File: config.mk
export PLATFORM = sky130hd
export DESIGN_NAME = cpfc_ctrl
export DESIGN_NICKNAME = d
export VERILOG_FILES = /design/src/hw/rtl/cpfc_pkg.sv /design/src/hw/rtl/cpfc_ctrl.sv
export SDC_FILE = /design/constraint.sdc
export NUM_CORES = 1
export LEC_CHECK = 0
export BUFFER_PORTS_ARGS = -buffer_cell sky130_fd_sc_hd__buf_2
export CAP_MARGIN = 40
export CORE_AREA = 3 3 40 42
export CTS_CLUSTER_DIAMETER = 200
export DETAILED_ROUTE_END_ITERATION = 6
export DIE_AREA = 0 0 43 45
export HOLD_SLACK_MARGIN = 0.02
export SLEW_MARGIN = 20
export SYNTH_ARGS = -nofsm -noshare
export SYNTH_HDL_FRONTEND = slang
export SYNTH_SLANG_ARGS = --single-unit
export TNS_END_PERCENT = 20
File: constraint.sdc
create_clock -name clk -period 1.85 [get_ports clk]
set_clock_uncertainty 0.1 [all_clocks]
set_input_delay 0.37 -clock clk [delete_from_list [all_inputs] [get_ports clk]]
set_output_delay 0.37 -clock clk [all_outputs]
set_load 0.005 [all_outputs]
File: src/hw/rtl/cpfc_pkg.sv
package cpfc_pkg;

    localparam int TIME_BITS    = 32;
    localparam int FRAC_BITS    = 16;
    localparam int WGT_BITS     = FRAC_BITS + 1;
    localparam int SPD_BITS     = 16;
    localparam int SPEED_BITS   = 2 * SPD_BITS;
    localparam int STEP_BITS    = 32;
    localparam int DIVN_BITS    = TIME_BITS + FRAC_BITS;
    localparam int MAG_BITS     = SPEED_BITS - 1 + STEP_BITS - 16;
    localparam int P_BITS       = 50;
    localparam int CFG_IDX_BITS = 3;
    localparam int CFG_DAT_BITS = 32;

    localparam logic [WGT_BITS-1:0]      ONE_W = WGT_BITS'(1) << FRAC_BITS;
    localparam logic signed [P_BITS-1:0] ONE_P = P_BITS'(1) << FRAC_BITS;
    localparam logic [TIME_BITS-1:0]     INIT_DURATION = TIME_BITS'(1000000);
    localparam logic [SPD_BITS-1:0]      INIT_SPEED = SPD_BITS'(256);

    typedef enum logic [CFG_IDX_BITS-1:0] {
        CFG_FADE_IN   = 3'd0,
        CFG_FADE_OUT  = 3'd1,
        CFG_LOOP      = 3'd2,
        CFG_IMM_IN    = 3'd3,
        CFG_IMM_OUT   = 3'd4,
        CFG_SPEED     = 3'd5,
        CFG_INIT_DUR  = 3'd6
    } cfg_idx_t;

    typedef enum logic [2:0] {
        M_OFF = 3'd0,
        M_SUP = 3'd1,
        M_UP  = 3'd2,
        M_RUN = 3'd3,
        M_SDN = 3'd4,
        M_DN  = 3'd5,
        M_FIN = 3'd6
    } play_mode_t;

    typedef enum logic [3:0] {
        S_IDLE,
        S_START,
        S_STEP,
        S_MAG,
        S_POS,
        S_CHK,
        S_SWMUL,
        S_SWDIV,
        S_RDN,
        S_AREA,
        S_RDT,
        S_RAMP,
        S_RAMPDIV,
        S_FINAL,
        S_EMIT
    } ctrl_state_t;

    typedef enum logic [3:0] {
        DP_NONE,
        DP_ACCEPT,
        DP_START,
        DP_STEP,
        DP_MAG,
        DP_POS,
        DP_SWMUL,
        DP_SWDIV,
        DP_RDN,
        DP_AREA,
        DP_RDT,
        DP_RAMP,
        DP_RAMPDIV,
        DP_FINAL,
        DP_EMIT
    } dp_op_t;

    typedef enum logic {
        AR_DIV,
        AR_MUL
    } arith_op_t;

    typedef struct packed {
        dp_op_t op;
        logic   arith_req;
    } dp_cmd_t;

    typedef struct packed {
        logic early;
        logic sw;
        logic run;
        logic down_go;
        logic ramp_div;
        logic arith_done;
        logic out_free;
    } dp_status_t;

endpackage

File: src/hw/rtl/cpfc_ctrl.sv
module cpfc_ctrl
    import cpfc_pkg::*;
(
    input  logic       clk,
    input  logic       rst_n,
    input  logic       in_valid,
    output logic       in_stall,
    input  dp_status_t status,
    output dp_cmd_t    cmd
);

    ctrl_state_t state_reg, state_next;

    always_ff @(posedge clk or negedge rst_n)
    begin
        if (!rst_n)
        begin
            state_reg <= S_IDLE;
        end
        else
        begin
            state_reg <= state_next;
        end
    end

    always_comb
    begin
        state_next    = state_reg;
        cmd.op        = DP_NONE;
        cmd.arith_req = 1'b0;
        unique case (state_reg)
            S_IDLE:
            begin
                if (in_valid)
                begin
                    cmd.op     = DP_ACCEPT;
                    state_next = S_START;
                end
            end
            S_START:
            begin
                cmd.op     = DP_START;
                state_next = status.early ? S_EMIT : S_STEP;
            end
            S_STEP:
            begin
                cmd.op        = DP_STEP;
                cmd.arith_req = 1'b1;
                if (status.arith_done)
                begin
                    state_next = S_MAG;
                end
            end
            S_MAG:
            begin
                cmd.op     = DP_MAG;
                state_next = S_POS;
            end
            S_POS:
            begin
                cmd.op     = DP_POS;
                state_next = S_CHK;
            end
            S_CHK:
            begin
                priority if (status.sw)
                    state_next = S_SWMUL;
                else if (status.run)
                    state_next = S_RDN;
                else
                    state_next = S_RAMP;
            end
            S_SWMUL:
            begin
                cmd.op        = DP_SWMUL;
                cmd.arith_req = 1'b1;
                if (status.arith_done)
                begin
                    state_next = S_SWDIV;
                end
            end
            S_SWDIV:
            begin
                cmd.op        = DP_SWDIV;
                cmd.arith_req = 1'b1;
                if (status.arith_done)
                begin
                    state_next = status.run ? S_RDN : S_RAMP;
                end
            end
            S_RDN:
            begin
                cmd.op        = DP_RDN;
                cmd.arith_req = 1'b1;
                if (status.arith_done)
                begin
                    state_next = S_AREA;
                end
            end
            S_AREA:
            begin
                cmd.op     = DP_AREA;
                state_next = status.down_go ? S_RDT : S_RAMP;
            end
            S_RDT:
            begin
                cmd.op        = DP_RDT;
                cmd.arith_req = 1'b1;
                if (status.arith_done)
                begin
                    state_next = S_RAMP;
                end
            end
            S_RAMP:
            begin
                cmd.op     = DP_RAMP;
                state_next = status.ramp_div ? S_RAMPDIV : S_FINAL;
            end
            S_RAMPDIV:
            begin
                cmd.op        = DP_RAMPDIV;
                cmd.arith_req = 1'b1;
                if (status.arith_done)
                begin
                    state_next = S_FINAL;
                end
            end
            S_FINAL:
            begin
                cmd.op     = DP_FINAL;
                state_next = S_EMIT;
            end
            S_EMIT:
            begin
                if (status.out_free)
                begin
                    cmd.op     = DP_EMIT;
                    state_next = S_IDLE;
                end
            end
            default:
            begin
                state_next = S_IDLE;
            end
        endcase
    end

    assign in_stall = (state_reg != S_IDLE);

endmodule

Word-level counts from Yosys, hierarchy flattened

Index checks and enable logic that the tools add are counted.
W data, S select, Z words.

Register bits: 4
Input bits: 10
Output and inout bits: 6
Logic and storage cells: 45

Eq/ne operators: 22
Multiplexer cells: 18
Reduce and logical (&&, ||, !) cells: 4

Operators by type and width:

| cell                 | count |
|---|---|
| $pmux W4 S15         | 1 |
| $pmux W4 S14         | 1 |
| $mux W4              | 11 |
| $eq A4 B4 Y1 const B | 7 |
| $eq A4 B3 Y1 const B | 4 |
| $ne A2 B2 Y1 const B | 8 |
| $eq A4 B2 Y1 const B | 2 |
| $reduce_and A8 Y1    | 1 |
| $reduce_or A6 Y1     | 1 |
| $eq A4 B1 Y1 const B | 1 |
| $logic_not A4 Y1     | 1 |
| $mux W1              | 4 |
| $reduce_bool A4 Y1   | 1 |
| $mux W2              | 1 |

Logic depth before layout (Yosys ltp)

Depth after elaboration: 3
Mapped depth: 6

Worst setup path before layout

Ideal clock, no wire load.

Path kind: reg-to-output
From: register state_reg[2]
To: output port cmd[1] (netlist name)
Arrival time: 1.095 ns
Data required time: 1.380 ns
Setup slack: 0.285 ns
Stages on the path, launching flop included: 5
Buffers on the path: 2
Cells stage by stage: dfrtp_1 buf_6 buf_2 nor2_1 a2111oi_2

RTL lines:

| what                   | line            | RTL |
|---|---|---|
| start, declared        | cpfc_ctrl.sv:12 | `ctrl_state_t state_reg, state_next;` |
| start signal, assigned | cpfc_ctrl.sv:22 | `state_reg <= state_next;` |
| end, declared          | cpfc_ctrl.sv:9  | `output dp_cmd_t cmd` |

==> metrics.txt <==
WL final 1711 um; period utilization 0.9966; largest net degree at the start of global routing 19; CORE AREA 0.001285 mm^2; Finished Layout Cells 116; Total Power between 1500 and 2000 uW; Worst Path Max Fanout 6; Largest stage delay, worst path 0.45 ns; Synth Warn # 0; port bufs 15; first-pass GRT wire length between 2000 and 3000 um; cts bufs inserted 3; critical path class flop to primary output; routability cong. 0.7946; endpoints failing setup 0; CP Cell Sequence buf_6 -> and2_4 -> o22ai_2 -> a22o_1 -> buf_2; Num Clock Sinks 4; Worst EP arrival between 1 and 1.5 ns; syn_nets 81; Via density 5.647; DP HPWL between 1000 and 1500 um; starting DRC count in detailed routing 25; met3 routed WL 104 um; # diodes 0; fill count 111; Worst R2R Path Depth 7; Post-Syn Area 534.3 um^2; via count approximately 660; DRT antenna net count 0; top layer reached by signal wires met4; FF+latch count, synth 4; die height 45 um; Seq/Total Area, Yosys 0.1874; GRT Overall Usage 0.1751; slowest stage cell, crit path dfrtp_2; dpl cells slightly above 100; first-pass iteration count of the detailed router 4; fin util 0.6456; FP Rows 13; Mean Syn Cell Area 7.525 um^2; number of global-route vias before repair ~570; clock slew at reported path FFs 0.04 ns; H-tree Lvls 1; die area 0.001935 mm^2; Die Wd 43 um; CP delay by family, top flip-flops; I/O Pins 16; antenna violations before repair 0; P&R area growth vs syn 55.27%; VDD IR max 916.9 uV; Worst slew margin 0.7932; CTS tree built; total of max-cap violations 0; final hold vios 0; number of library cell types mapped by synthesis 33; CP bufs+invs 2; PD cells 2010 mW/mm^2; leak pwr 0.0003716 uW; DRC viols 0; CP startpoint kind flop; CP endpoint kind primary output; CTS root buf clkbuf_4; RSZ-0062 raised after global routing yes; Worst Hold Class input port to asynchronous set/reset pin; critical path depth in cells 5; metal2 WL 840 um; grt total ovfl 0; CTS Buffer Depth 2; Crit path required time between 1 and 1.5 ns; Final Slew Violations 0; worst skew pair latency 0.24 ns; share of layout cells above drive strength 1 0.5545; Routed WL per cell ~15 um; synthesized instance count 71; total negative slack 0 ns; nets 113; Initial Util 0.4158; Max Clock Freq 542.4 MHz; max FFs per register 4; DRT met1 WL 755 um; status finished clean; worst-margin pin slew 0.3102 ns; Tmin final 1.844 ns
cell type report:
type,instances,area (um^2),share of cell area
multi-input cells,54,410.4,0.4947
repair buffers,34,247.7,0.2986
flip-flops and latches,4,105.1,0.1267
inverters,6,25.02,0.03017
clock buffers,3,22.52,0.02715
well taps,15,18.77,0.02262
per-stage QoR:
| step | area, um^2 | worst slack (ns) | hold WS [ns] |
|---|---|---|---|
| finish | 829.5 | 0.006256 | 0.3590 |
| global route | 829.5 | -0.05529 | 0.3868 |
| CTS | 724.4 | 0.002442 | 0.3556 |
| detailed placement | 646.9 | 0.1142 | 0.07767 |
| global placement | 646.9 | 0.1192 | 0.07617 |
| floorplan | 534.3 | 0.2855 | -0.02559 |
cells in the final DEF (no fill, tap or decap), types with 2 or more instances in the layout:
| master | instances |
|---|---|
| buf_2 | 15 |
| buf_4 | 13 |
| a21oi_1 | 6 |
| inv_1 | 4 |
| nor2_1 | 4 |
| buf_6 | 4 |
| dfrtp_2 | 4 |
| nand2_2 | 3 |
| a31oi_1 | 3 |
| clkbuf_4 | 3 |
| nand2_1 | 2 |
| a311oi_1 | 2 |
| nand2b_1 | 2 |
| o2bb2ai_1 | 2 |
| a32oi_1 | 2 |
| o21ai_0 | 2 |
| o31ai_1 | 2 |
| nor2b_1 | 2 |
| o21ai_1 | 2 |
cell usage after synthesis:
cell | instances | area, um^2
and2_1 | 1 | 6.260
buf_6 | 1 | 11.26
nor3_1 | 1 | 5.000
nor2b_1 | 3 | 18.77
o21ai_1 | 2 | 10.01
o22ai_1 | 2 | 12.51
nor2_1 | 6 | 22.52
buf_2 | 4 | 20.02
o2bb2ai_1 | 2 | 17.52
o22a_1 | 1 | 8.760
a32oi_1 | 2 | 17.52
a2111oi_2 | 1 | 15.01
a311oi_1 | 2 | 17.52
dfrtp_1 | 4 | 100.1
a31oi_1 | 3 | 18.77
mux2i_1 | 1 | 10.01
nor2b_2 | 1 | 8.760
or3b_1 | 1 | 8.760
buf_4 | 2 | 15.01
nand2_1 | 5 | 18.77
inv_1 | 4 | 15.01
mux2_4 | 1 | 15.01
a21oi_1 | 7 | 35.03
o21ai_0 | 2 | 10.01
mux2i_2 | 1 | 13.76
inv_2 | 2 | 7.510
or3_1 | 1 | 6.260
o22ai_2 | 1 | 12.51
a22o_1 | 1 | 8.760
o31ai_1 | 2 | 15.01
nand4b_1 | 1 | 8.760
nand4bb_1 | 1 | 11.26
nand2b_1 | 2 | 12.51
report_power, final:
group	internal (uW)	switching, uW
Sequential	141	106
Clock	72.9	41.2
Combinational	711	595
layer usage:
metal  vias to the layer above  GRT usage
li1                        325          -
met1                       307     0.2373
met2                        21     0.2784
met3                         2    0.05179
met4                         0    0.03614
met5                         -          0
final timing paths:
kind / slack, ns / to / startpoint
worst max register to register: 0.02 / state_reg[2] / state_reg[3]
worst min-delay path: 0.36 / state_reg[1] / rst_n
worst max-delay path: 0.006 / cmd[2] / state_reg[3]
min in group clk: 0.40 / state_reg[0] / status[1]
max in group asynchronous: 1.16 / state_reg[3] / rst_n
worst min register to register: 0.66 / state_reg[3] / state_reg[3]
timing repair:
action | CTS | global route
setup endpoints to repair | 4 | 4
hold buffers | 1 | 0
gates resized for setup | 9 | 14
pin swaps | 1 | 2
endpoints found under the hold margin | 4 | 0
buffers inserted | 3 | 8
cell families after synthesis:
| family | synth area share |
|---|---|
| AOI/OAI and AO/OA | 0.3724 |
| buffers and inverters | 0.1288 |
| DFF | 0.1874 |
| muxes | 0.07259 |
| and+or+nand+nor | 0.2389 |
Power figures use the tool's default switching activity.
